**src/design/charset_to_utf8_converter_assert.svh**
```systemverilog
// Assertion macros for the charset converter.
`ifndef CHARSET_TO_UTF8_CONVERTER_ASSERT_SVH
`define CHARSET_TO_UTF8_CONVERTER_ASSERT_SVH
`ifndef NO_ASSERTIONS
// checked only out of reset
`define C2U_ASSERT(name, prop, msg) \
    name: assert property (@(posedge i_clk) disable iff (!i_rst_n) prop) else $error(msg);
// checked on every edge, reset included
`define C2U_ASSERT_ALWAYS(name, prop, msg) \
    name: assert property (@(posedge i_clk) prop) else $error(msg);
`else
`define C2U_ASSERT(name, prop, msg)
`define C2U_ASSERT_ALWAYS(name, prop, msg)
`endif
`endif

```
**src/design/c2u_pkg.sv**
```systemverilog
package c2u_pkg;

    typedef enum logic [1:0] {
        MODE_EBU   = 2'd0,
        MODE_UTF16 = 2'd1,
        MODE_PASS  = 2'd2
    } t_mode;

    // up to four UTF-8 bytes produced by one item, bytes[0] goes out first
    typedef struct packed {
        logic [3:0][7:0] bytes;
        logic [2:0]      count;
        logic            last;
        logic            err;
    } t_burst;

    localparam logic [5:0] SURR_HIGH = 6'b110110;
    localparam logic [5:0] SURR_LOW  = 6'b110111;

    // EBU Latin character set to code point
    localparam logic [15:0] EBU_ROM [256] = '{
        16'h0000, 16'h0118, 16'h012e, 16'h0172, 16'h0102, 16'h0116, 16'h010e, 16'h0218,
        16'h021a, 16'h010a, 16'h000a, 16'h000b, 16'h0120, 16'h0139, 16'h017b, 16'h0143,
        16'h0105, 16'h0119, 16'h012f, 16'h0173, 16'h0103, 16'h0117, 16'h010f, 16'h0219,
        16'h021b, 16'h010b, 16'h0147, 16'h011a, 16'h0121, 16'h013a, 16'h017c, 16'h0082,
        16'h0020, 16'h0021, 16'h0022, 16'h0023, 16'h0142, 16'h0025, 16'h0026, 16'h0027,
        16'h0028, 16'h0029, 16'h002a, 16'h002b, 16'h002c, 16'h002d, 16'h002e, 16'h002f,
        16'h0030, 16'h0031, 16'h0032, 16'h0033, 16'h0034, 16'h0035, 16'h0036, 16'h0037,
        16'h0038, 16'h0039, 16'h003a, 16'h003b, 16'h003c, 16'h003d, 16'h003e, 16'h003f,
        16'h0040, 16'h0041, 16'h0042, 16'h0043, 16'h0044, 16'h0045, 16'h0046, 16'h0047,
        16'h0048, 16'h0049, 16'h004a, 16'h004b, 16'h004c, 16'h004d, 16'h004e, 16'h004f,
        16'h0050, 16'h0051, 16'h0052, 16'h0053, 16'h0054, 16'h0055, 16'h0056, 16'h0057,
        16'h0058, 16'h0059, 16'h005a, 16'h005b, 16'h016e, 16'h005d, 16'h0141, 16'h005f,
        16'h0104, 16'h0061, 16'h0062, 16'h0063, 16'h0064, 16'h0065, 16'h0066, 16'h0067,
        16'h0068, 16'h0069, 16'h006a, 16'h006b, 16'h006c, 16'h006d, 16'h006e, 16'h006f,
        16'h0070, 16'h0071, 16'h0072, 16'h0073, 16'h0074, 16'h0075, 16'h0076, 16'h0077,
        16'h0078, 16'h0079, 16'h007a, 16'h00ab, 16'h016f, 16'h00bb, 16'h013d, 16'h0126,
        16'h00e1, 16'h00e0, 16'h00e9, 16'h00e8, 16'h00ed, 16'h00ec, 16'h00f3, 16'h00f2,
        16'h00fa, 16'h00f9, 16'h00d1, 16'h00c7, 16'h015e, 16'h00df, 16'h00a1, 16'h0178,
        16'h00e2, 16'h00e4, 16'h00ea, 16'h00eb, 16'h00ee, 16'h00ef, 16'h00f4, 16'h00f6,
        16'h00fb, 16'h00fc, 16'h00f1, 16'h00e7, 16'h015f, 16'h011f, 16'h0131, 16'h00ff,
        16'h0136, 16'h0145, 16'h00a9, 16'h0122, 16'h011e, 16'h011b, 16'h0148, 16'h0151,
        16'h0150, 16'h20ac, 16'h00a3, 16'h0024, 16'h0100, 16'h0112, 16'h012a, 16'h016a,
        16'h0137, 16'h0146, 16'h013b, 16'h0123, 16'h013c, 16'h0130, 16'h0144, 16'h0171,
        16'h0170, 16'h00bf, 16'h013e, 16'h00b0, 16'h0101, 16'h0113, 16'h012b, 16'h016b,
        16'h00c1, 16'h00c0, 16'h00c9, 16'h00c8, 16'h00cd, 16'h00cc, 16'h00d3, 16'h00d2,
        16'h00da, 16'h00d9, 16'h0158, 16'h010c, 16'h0160, 16'h017d, 16'h00d0, 16'h013f,
        16'h00c2, 16'h00c4, 16'h00ca, 16'h00cb, 16'h00ce, 16'h00cf, 16'h00d4, 16'h00d6,
        16'h00db, 16'h00dc, 16'h0159, 16'h010d, 16'h0161, 16'h017e, 16'h0111, 16'h0140,
        16'h00c3, 16'h00c5, 16'h00c6, 16'h0152, 16'h0177, 16'h00dd, 16'h00d5, 16'h00d8,
        16'h00de, 16'h014a, 16'h0154, 16'h0106, 16'h015a, 16'h0179, 16'h0164, 16'h00f0,
        16'h00e3, 16'h00e5, 16'h00e6, 16'h0153, 16'h0175, 16'h00fd, 16'h00f5, 16'h00f8,
        16'h00fe, 16'h014b, 16'h0155, 16'h0107, 16'h015b, 16'h017a, 16'h0165, 16'h0127
    };

    function automatic t_burst encode_cp(input logic [20:0] cp, input logic last);
        t_burst b;
        b      = '0;
        b.last = last;
        if (cp < 21'h80) begin
            b.bytes[0] = cp[7:0];
            b.count    = 3'd1;
        end else if (cp < 21'h800) begin
            b.bytes[0] = {3'b110, cp[10:6]};
            b.bytes[1] = {2'b10, cp[5:0]};
            b.count    = 3'd2;
        end else if (cp < 21'h10000) begin
            b.bytes[0] = {4'b1110, cp[15:12]};
            b.bytes[1] = {2'b10, cp[11:6]};
            b.bytes[2] = {2'b10, cp[5:0]};
            b.count    = 3'd3;
        end else begin
            b.bytes[0] = {5'b11110, cp[20:18]};
            b.bytes[1] = {2'b10, cp[17:12]};
            b.bytes[2] = {2'b10, cp[11:6]};
            b.bytes[3] = {2'b10, cp[5:0]};
            b.count    = 3'd4;
        end
        return b;
    endfunction

    function automatic t_burst error_burst();
        t_burst b;
        b       = '0;
        b.count = 3'd1;
        b.last  = 1'b1;
        b.err   = 1'b1;
        return b;
    endfunction

endpackage

```
**src/design/c2u_front.sv**
```systemverilog
module c2u_front (
    input  logic              i_clk,
    input  logic              i_rst_n,
    input  c2u_pkg::t_mode    i_mode,
    input  logic [15:0]       i_unit,
    input  logic              i_last,
    input  logic              i_valid,
    output logic              o_ready,
    output c2u_pkg::t_burst   o_burst,
    output logic              o_burst_valid,
    input  logic              i_burst_ready
);

    logic [15:0] r_unit;
    logic        r_last;
    logic        r_in_valid;

    logic [9:0]  r_hi_bits, n_hi_bits;
    logic        r_hi_valid, n_hi_valid;
    logic        r_failed, n_failed;

    logic        advance;
    logic        is_high, is_low;
    logic [20:0] pair_cp;
    c2u_pkg::t_burst burst;

    assign advance       = r_in_valid && i_burst_ready;
    assign o_ready       = !r_in_valid || i_burst_ready;
    assign o_burst_valid = r_in_valid;
    assign o_burst       = burst;

    assign is_high = r_unit[15:10] == c2u_pkg::SURR_HIGH;
    assign is_low  = r_unit[15:10] == c2u_pkg::SURR_LOW;
    assign pair_cp = {1'b0, r_hi_bits, r_unit[9:0]} + 21'h10000;

    always_comb begin
        burst      = '0;
        burst.last = r_last;
        n_hi_bits  = r_hi_bits;
        n_hi_valid = r_hi_valid;
        n_failed   = r_failed;
        if (!r_failed) begin
            case (i_mode)
                c2u_pkg::MODE_PASS: begin
                    burst.bytes[0] = r_unit[7:0];
                    burst.count    = 3'd1;
                end
                c2u_pkg::MODE_UTF16: begin
                    if (r_hi_valid ? is_low : !(is_low || (is_high && r_last))) begin
                        if (r_hi_valid) begin
                            burst      = c2u_pkg::encode_cp(pair_cp, r_last);
                            n_hi_valid = 1'b0;
                        end else if (is_high) begin
                            n_hi_bits  = r_unit[9:0];
                            n_hi_valid = 1'b1;
                        end else begin
                            burst = c2u_pkg::encode_cp({5'd0, r_unit}, r_last);
                        end
                    end else begin
                        // bad surrogate sequence: one error byte, drop until last
                        burst      = c2u_pkg::error_burst();
                        n_hi_valid = 1'b0;
                        n_failed   = !r_last;
                    end
                end
                default: begin
                    burst = c2u_pkg::encode_cp({5'd0, c2u_pkg::EBU_ROM[r_unit[7:0]]},
                                               r_last);
                end
            endcase
        end
        if (r_last) begin
            n_failed   = 1'b0;
            n_hi_valid = 1'b0;
        end
    end

    always_ff @(posedge i_clk) begin
        if (!i_rst_n) begin
            r_in_valid <= 1'b0;
            r_hi_valid <= 1'b0;
            r_failed   <= 1'b0;
        end else begin
            if (o_ready) begin
                r_in_valid <= i_valid;
            end
            if (advance) begin
                r_hi_valid <= n_hi_valid;
                r_failed   <= n_failed;
            end
        end
    end

    always_ff @(posedge i_clk) begin
        if (i_valid && o_ready) begin
            r_unit <= i_unit;
            r_last <= i_last;
        end
        if (advance) begin
            r_hi_bits <= n_hi_bits;
        end
    end

endmodule

```
**src/design/c2u_serial.sv**
```systemverilog
module c2u_serial (
    input  logic              i_clk,
    input  logic              i_rst_n,
    input  c2u_pkg::t_burst   i_burst,
    input  logic              i_burst_valid,
    output logic              o_burst_ready,
    output logic [7:0]        o_byte,
    output logic              o_last,
    output logic              o_err,
    output logic              o_valid,
    input  logic              i_ready
);

    logic [3:0][7:0] r_bytes;
    logic [2:0]      r_rem;
    logic [1:0]      r_pos;
    logic            r_last;
    logic            r_err;
    logic            take;

    assign o_valid       = r_rem != 3'd0;
    assign take          = o_valid && i_ready;
    assign o_burst_ready = (r_rem == 3'd0) || (r_rem == 3'd1 && i_ready);
    assign o_byte        = r_bytes[r_pos];
    assign o_last        = r_last && (r_rem == 3'd1);
    assign o_err         = r_err;

    always_ff @(posedge i_clk) begin
        if (!i_rst_n) begin
            r_rem <= 3'd0;
            r_pos <= 2'd0;
        end else if (i_burst_valid && o_burst_ready) begin
            r_rem <= i_burst.count;
            r_pos <= 2'd0;
        end else if (take) begin
            r_rem <= r_rem - 3'd1;
            r_pos <= r_pos + 2'd1;
        end
    end

    always_ff @(posedge i_clk) begin
        if (i_burst_valid && o_burst_ready) begin
            r_bytes <= i_burst.bytes;
            r_last  <= i_burst.last;
            r_err   <= i_burst.err;
        end
    end

endmodule

```
**src/design/charset_to_utf8_converter.sv**
```systemverilog
// Text stream to UTF-8 converter.
// Input channel (i_in_valid / o_in_ready) takes one character unit per item:
// a byte in EBU Latin and UTF-8 passthrough modes, a 16-bit unit in UTF-16
// mode; i_last_unit marks the end of a string. Output channel
// (o_out_valid / i_out_ready) gives one UTF-8 byte per item, o_last_byte on
// the final byte of a string and o_error_code on a bad surrogate sequence.
// i_cfg_we writes the charset mode; write it only while the block is idle.
// The first byte of an item is valid once the item has passed the input
// register and then the output register. Throughput: one output byte per
// cycle while the receiver is ready; an item yielding no bytes still passes
// through the output register, which holds up to four bytes of one item.
// Reset clears the mode to EBU Latin, any held high surrogate, the error
// state and both the input and output stages.
// When the receiver stalls, the current byte holds; one more item waits in
// the input register and then o_in_ready drops.
`include "charset_to_utf8_converter_assert.svh"

module charset_to_utf8_converter (
    input  logic        i_clk,
    input  logic        i_rst_n,
    input  logic        i_cfg_we,
    input  logic [1:0]  i_cfg_wdata,
    input  logic        i_in_valid,
    output logic        o_in_ready,
    input  logic [15:0] i_code_unit,
    input  logic        i_last_unit,
    output logic        o_out_valid,
    input  logic        i_out_ready,
    output logic [7:0]  o_out_byte,
    output logic        o_last_byte,
    output logic        o_error_code
);

    c2u_pkg::t_mode  r_mode;
    c2u_pkg::t_burst burst;
    logic            burst_valid;
    logic            burst_ready;

    always_ff @(posedge i_clk) begin
        if (!i_rst_n) begin
            r_mode <= c2u_pkg::MODE_EBU;
        end else if (i_cfg_we) begin
            r_mode <= c2u_pkg::t_mode'(i_cfg_wdata);
        end
    end

    c2u_front u_front (
        .i_clk         (i_clk),
        .i_rst_n       (i_rst_n),
        .i_mode        (r_mode),
        .i_unit        (i_code_unit),
        .i_last        (i_last_unit),
        .i_valid       (i_in_valid),
        .o_ready       (o_in_ready),
        .o_burst       (burst),
        .o_burst_valid (burst_valid),
        .i_burst_ready (burst_ready)
    );

    c2u_serial u_serial (
        .i_clk         (i_clk),
        .i_rst_n       (i_rst_n),
        .i_burst       (burst),
        .i_burst_valid (burst_valid),
        .o_burst_ready (burst_ready),
        .o_byte        (o_out_byte),
        .o_last        (o_last_byte),
        .o_err         (o_error_code),
        .o_valid       (o_out_valid),
        .i_ready       (i_out_ready)
    );

    `C2U_ASSERT_ALWAYS(a_rst_empty, !i_rst_n |=> !o_out_valid, "output valid after reset")
    `C2U_ASSERT(a_err_last, o_out_valid && o_error_code |-> o_last_byte, "error byte not last")
    `C2U_ASSERT(a_err_zero, o_out_valid && o_error_code |-> o_out_byte == 8'd0, "error byte not zero")

endmodule

```
**config.mk**
```make
export PLATFORM = sky130hd
export DESIGN_NAME = charset_to_utf8_converter
export DESIGN_NICKNAME = d
export VERILOG_FILES = /design/src/design/c2u_pkg.sv /design/src/design/c2u_front.sv /design/src/design/c2u_serial.sv /design/src/design/charset_to_utf8_converter.sv
export VERILOG_INCLUDE_DIRS = /design/src /design/src/design
export SDC_FILE = /design/constraint.sdc
export NUM_CORES = 1
export LEC_CHECK = 0
export BUFFER_PORTS_ARGS = -buffer_cell sky130_fd_sc_hd__buf_2
export CAP_MARGIN = 20
export CORE_ASPECT_RATIO = 1.75
export CORE_UTILIZATION = 45
export CTS_CLUSTER_SIZE = 14
export DETAILED_ROUTE_END_ITERATION = 6
export GPL_TIMING_DRIVEN = 0
export HOLD_SLACK_MARGIN = 0.15
export PLACE_DENSITY = 0.68
export SYNTH_ARGS = -nofsm -noshare
export SYNTH_HDL_FRONTEND = slang
export SYNTH_HIERARCHICAL = 1
export SYNTH_SLANG_ARGS = --single-unit
```
**constraint.sdc**
```tcl
create_clock -name i_clk -period 5.52 [get_ports i_clk]
set_clock_uncertainty 0.1 [all_clocks]
set_input_delay 0.276 -clock i_clk [delete_from_list [all_inputs] [get_ports i_clk]]
set_output_delay 0.276 -clock i_clk [all_outputs]
set_load 0.01 [all_outputs]
```
Word level (Yosys, flattened, before mapping)
Memory sizes are Yosys's and may differ from the RTL's.
Cells that the tools add are included.
Widths: inputs -> output; s select.
{"block": "op_classes", "add_sub_neg": 3, "n_lt_le_gt_ge": 9, "eq_ne": 6, "muxes": 42, "bitwise": 5, "reduce_logical": 20}
{"cell": "$mux 37", "count": 3}
{"cell": "$mux 27", "count": 4}
{"cell": "$mux 16", "count": 4}
{"cell": "$mux 24", "count": 2}
{"cell": "$pmux 24 s2", "count": 1}
{"cell": "$mux 19", "count": 2}
{"cell": "$mux 11", "count": 3}
{"cell": "$lt 16x12->1 const B", "count": 2}
{"cell": "$lt 16x8->1 const B", "count": 2}
{"cell": "$mux 8", "count": 4}
{"cell": "$mux 25", "count": 1}
{"cell": "$pmux 11 s2", "count": 1}
{"cell": "$add 20x17->21 const B", "count": 1}
{"cell": "$lt 21x12->1 const B", "count": 1}
{"cell": "$lt 21x17->1 const B", "count": 1}
{"cell": "$lt 21x8->1 const B", "count": 1}
{"cell": "$mux 17", "count": 1}
{"cell": "$bmux 8 s2", "count": 1}
{"cell": "$eq 6x6->1 const B", "count": 2}
{"cell": "$mux 1", "count": 11}
{"cell": "$ge 9x9->1 const B", "count": 1}
{"cell": "$not 8->9", "count": 1}
{"cell": "$logic_and 1x1->1", "count": 6}
{"cell": "$mux 3", "count": 2}
{"cell": "other kinds (18)", "count": 27}
{"block": "word_totals", "ff_bits": 71, "mem_bits_ro": 4096, "inputBits": 24, "out_inout_bits": 12, "mem_count": 1}
{"name": "(name not given)", "words": 256, "width": 16, "rd": 1, "rd_clocked_by_memory_dff": 0, "wr": 0, "line_no": "c2u_front.sv:67", "text": "burst = c2u_pkg::encode_cp({5'd0, c2u_pkg::EBU_ROM[r_unit[7:0]]},"}

Logic depth before layout (Yosys ltp)
{"block": "depth", "word_depth": 12, "ltp_mapped": 15, "mapped_depth_nobuf": 11}

Cells and area by module
The synthesis kept the hierarchy.
{"module": "c2u_front", "instances": 1, "cells_each": 675, "area_per_inst_um2": 5041.1, "seq_area_each_um2": 870.8}
{"module": "c2u_serial", "instances": 1, "cells_each": 87, "area_per_inst_um2": 1591.5, "seq_area_each_um2": 1121.1}
{"module": "charset_to_utf8_converter", "instances": 1, "cells_each": 6, "area_per_inst_um2": 72.6, "seq_area_each_um2": 40.0}

Worst setup path before layout
No wires, ideal clock.
{"block": "synth_timing", "path_type": "register to register", "start": "reg u_front.r_unit[0]", "end": "reg u_serial/r_bytes[3] (netlist name) (data pin)", "setup_time_ns": 0.158, "t_arrival_ns": 2.833, "setup_slack_ns": 2.429, "stages_incl_launch_ff": 13, "period_less_slack_ns": 3.091, "path_cell_list": "edfxtp_1 -> buf_2 -> buf_2 -> buf_2 -> inv_1 -> ha_1 -> buf_1 -> nand2_1 -> a221o_1 -> a311oi_1 -> o32ai_1 -> o211a_1 -> a211oi_2"}
{"block": "synth_via", "elab_chain_cells": 10}
{"item": "start, declared", "line_no": "c2u_front.sv:14", "text": "logic [15:0] r_unit;"}
{"item": "start signal, assigned", "line_no": "c2u_front.sv:96", "text": "r_unit <= i_unit;"}
{"item": "$add 20x17->21", "line_no": "c2u_front.sv:34", "text": "assign pair_cp = {1'b0, r_hi_bits, r_unit[9:0]} + 21'h10000;"}
{"item": "$lt 21x17->1", "line_no": "c2u_pkg.sv:67", "text": "end else if (cp < 21'h10000) begin"}
{"item": "$mux 25", "line_no": "c2u_pkg.sv:67"}
{"item": "$mux 27", "line_no": "c2u_front.sv:43", "text": "case (i_mode)"}
{"item": "$mux 27", "line_no": "c2u_front.sv:42", "text": "if (!r_failed) begin"}
{"item": "$mux 19", "line_no": "c2u_pkg.sv:63", "text": "end else if (cp < 21'h800) begin"}
{"item": "$mux 11", "line_no": "c2u_pkg.sv:60", "text": "if (cp < 21'h80) begin"}
{"item": "$mux 37", "line_no": "c2u_front.sv:50", "text": "if (r_hi_valid) begin"}
{"item": "$mux 37", "line_no": "c2u_front.sv:49", "text": "if (r_hi_valid ? is_low : !(is_low || (is_high && r_last))) begin"}
{"item": "$pmux 11 s2 *", "line_no": "c2u_front.sv:43"}
{"item": "end signal, assigned", "line_no": "c2u_serial.sv:43", "text": "r_bytes <= i_burst.bytes;"}
{"item": "end, declared", "line_no": "c2u_serial.sv:14", "text": "logic [3:0][7:0] r_bytes;"}
Every way passes the cells marked *; elsewhere a longest branch is shown, timed or not. The select of a mux whose other input is x is not followed.
A chain may end at the register's enable or synchronous reset.

Worst setup path after layout
{"block": "layout_timing", "start": "reg u_front.r_unit[0]", "end": "reg u_serial/r_bytes[2] (netlist name) (data pin)"}
The elaborated chain is that of the path after synthesis.

==> impl_metrics.ini <==
[outcome]
status = complete, no violations

[global_route]
grt_pass1_wl_mm = 46.44
grt_use_total = 0.4188
grt_overflow = 0
grt_max_degree = 36
antenna_found_initial = 0
grt_pass1_vias = 7503

[setup_path]
cp_slowest_cell = edfxtp_1
crit_path_end_kind = flip-flop
regToRegEndpoint = u_serial/r_bytes[2]$_DFFE_PP_
crit_chain = buf_2, buf_2, buf_2, inv_1, ha_1, buf_1, nand2b_1, a311oi_1, a32oi_1, o2111ai_1, nand2_1, a221oi_1, nor3_1
worstSetupPathType = flip-flop to flip-flop
reg2reg_slack_ps = 670
crit_required_ps = 5470
cp_max_fo = 10
reg2reg_depth = 13
crit_family = buffers and inverters
cp-start-kind = flip-flop
reg2reg_from = u_front/r_unit[0]$_DFFE_PP_
cp.arrival_ps = 4800
path_buf_inv = 5
crit_top_cell = buf_2
slowest_delay_ps = 540

[placed_design]
io_buffers = 34
placedCellCount = 985
gp_congestion = 1.101
dp_hpwl_mm = 22.89
dp_worst_setup_slack_ps = 887.3

[cts]
ctsHoldBuffers = 19
clock-root-buffer = clkbuf_16
clk_pin_slew_ps = 60
cts_resized = 0
cts_setup_buffers = 0
cts_tree = done
clk-insertion-delay-late_ps = 330
cts_buffer_depth = 2
clock_sink_count = 71
htree_levels = 3
cts_buffers = 9

[sta]
worst_pin_slew_ps = 939.2
finalHoldViolations = 0
setup_viol = 0
fin_crit_sh = 0.8781
fmax_mhz = 206.3
layout_setup_ws_ps = 672.8
relSlewSlack = 0.3723
min_period_ps = 4847
setup-tns-final_ps = 0
report.final.slew_viol_count = 0
grt_setup_unrepaired = false

[job]
max_cap_violations = 0

[drt]
drc = 0
num_vias = 7395
ant_nets = 0
wl_per_cell_um = 30.80
drt-total-wl_mm = 31.41
dr.pass1.iters = 6
viasPerCell = 7.250
dr.first_iter.drc_count = 795

[yosys]
synth.ff_latch_count = 71
syn_avg_cell_area_um2 = 8.731
synth_cells = 768
yosys-top-cells-area = edfxtp_1 27%, a21oi_1 4.3%, ha_1 3.5%, nor2_1 3.5%, mux4_1 3.1%
ys_seq_area_frac = 0.3030
synth_commonest_cells = 63 x nor2_1, 61 x edfxtp_1, 58 x a21oi_1, 51 x nand2_1, 38 x o21ai_0
synth_edf_count = 61
synth_top_area_cell = edfxtp_1
async_flop_share = 0
syn_area_mm2 = 0.006705
yosysWarnings = 6
ys_dominant_reg_cell = edfxtp_1
synth_top_cell_area_share = 0.2732
yosysMostFrequentCell = nor2_1
synth_cell_type_count = 99

[power]
clkPwrFrac = 0.246
vdd_ir_drop_max_uv = 174.3
p_comb_frac = 0.452
total_power_uw = 2506
seqPwrFrac = 0.303
powerDensity_mw_per_mm2 = 328.2
switching_share = 0.4093
power_leakage_uw = 0.002779
power.switching_uw = 1026
p_int_uw = 1480

[floorplanning]
dieHeight_um = 163.5
rows = 58
die-area_mm2 = 0.01541
core_mm2 = 0.01444
die_w_um = 94.28
io-pin-count = 36
initial_core_util = 0.4643

[final_layout]
multi_input_area_mm2 = 0.004163
nFillCells = 1328
layout.cells.non_filler = 1020
nets = 879
num_antenna_cells = 0
syn_to_final_growth_pct = 13.86
drive_gt1_frac = 0.1762
seq_area_mm2 = 0.002032

[worst_hold_path]
min_path_type = primary input to flip-flop
min_to = r_mode[0]$_SDFFE_PN0P_
hold_start = i_cfg_wdata[0]
hold_depth = 3
-- cell type report --
type                       count  area share
tap                          180     0.02950
buffer                        81     0.05851
inverter                      22     0.01114
multi-input combinational    596      0.5452
timing repair buffer          55     0.04884
clock buffer                   9     0.02950
sequential                    71      0.2661
clock inverter                 6     0.01114
-- sequential cells by signal, summed over array words and instances, names as in the netlist --
name	cells
u_serial/r_bytes	32
u_front/r_unit	16
u_front/r_hi_bits	10
u_serial/r_rem	3
r_mode	2
u_serial/r_pos	2
u_front/o_burst_valid	1
u_front/r_failed	1
u_front/r_hi_valid	1
u_front/r_last	1
u_serial/o_err	1
u_serial/r_last	1
-- layout by cell type (no fill, tap or decap), drive strengths merged, types with 8 or more instances in the layout --
cell type	netlist	final
o21ai	40	40
and2	16	16
nor3	15	15
inv	21	22
a311oi	12	12
o221ai	8	8
a31oi	11	11
clkbuf	27	37
o311ai	8	8
nor2b	18	18
dlygate4sd3	0	19
ha	19	19
mux4	8	8
a211oi	15	15
nor2	63	63
a21oi	59	59
dfxtp	10	10
mux2i	11	11
nor4	9	9
o31ai	8	8
nand2b	32	32
buf	54	89
edfxtp	61	61
nand2	52	52
nand3	30	30
a22oi	8	8
-- through the flow --
stage / hold WS [ps] / cell area [µm²] / utilization
after floorplan: 274.9 / 6713 / -
after global placement: 333.4 / 7108 / 0.4922
after detailed placement: 344.3 / 7129 / 0.4937
after CTS: 162.1 / 7630 / 0.5283
after global routing: 179.0 / 7635 / 0.5287
final: 154.0 / 7635 / 0.5287
-- worst register-to-register path: stages, from the launching register on --
cell	delay, ps
edfxtp_1	540
buf_2	310
buf_2	330
buf_2	380
inv_1	190
ha_1	390
buf_1	360
nand2b_1	290
a311oi_1	400
a32oi_1	160
o2111ai_1	390
nand2_1	180
a221oi_1	380
nor3_1	130
-- power groups by stage --
stage	logic, µW	registers [µW]	clock network, µW
floorplan	709	744	0
global placement	1050	763	0
detailed placement	1060	768	0
CTS	1080	756	617
global route	1180	766	635
finish	1130	759	615
-- layer usage --
metal,routed length [µm],vias up,GRT usage
li1,-,3095,-
met2,15610,615,0.7171
met4,3041,0,0.3839
met3,2803,211,0.1010
met1,9955,3474,0.4035
met5,0,-,0
-- logic make-up after synthesis --
group | after synthesis | synth area share
other | 1 | 0.0005593
AO/OA/AOI/OAI | 265 | 0.2855
multiplexers | 24 | 0.05617
XOR/XNOR | 3 | 0.003919
flip-flops | 71 | 0.3030
buffers and inverters | 103 | 0.07930
adder cells (fa/ha/maj) | 19 | 0.03545
AND/OR/NAND/NOR | 282 | 0.2361
-- worst max-delay path by stage --
stage | from | slack (ps) | end | cells past startpoint
4_1_cts | u_front/r_unit[0]$_DFFE_PP_ | 860 | u_serial/r_bytes[1]$_DFFE_PP_ | 13
3_5_place_dp | u_front/r_unit[0]$_DFFE_PP_ | 890 | u_serial/r_bytes[1]$_DFFE_PP_ | 13
6_report | u_front/r_unit[0]$_DFFE_PP_ | 670 | u_serial/r_bytes[2]$_DFFE_PP_ | 13
2_1_floorplan | u_front/r_unit[0]$_DFFE_PP_ | 2430 | u_serial/r_bytes[3]$_DFFE_PP_ | 12
5_1_grt | u_front/r_unit[0]$_DFFE_PP_ | 670 | u_serial/r_bytes[1]$_DFFE_PP_ | 13
3_3_place_gp | u_front/r_unit[0]$_DFFE_PP_ | 810 | u_serial/r_bytes[2]$_DFFE_PP_ | 13
No activity file was read; power rests on OpenSTA's default activity.
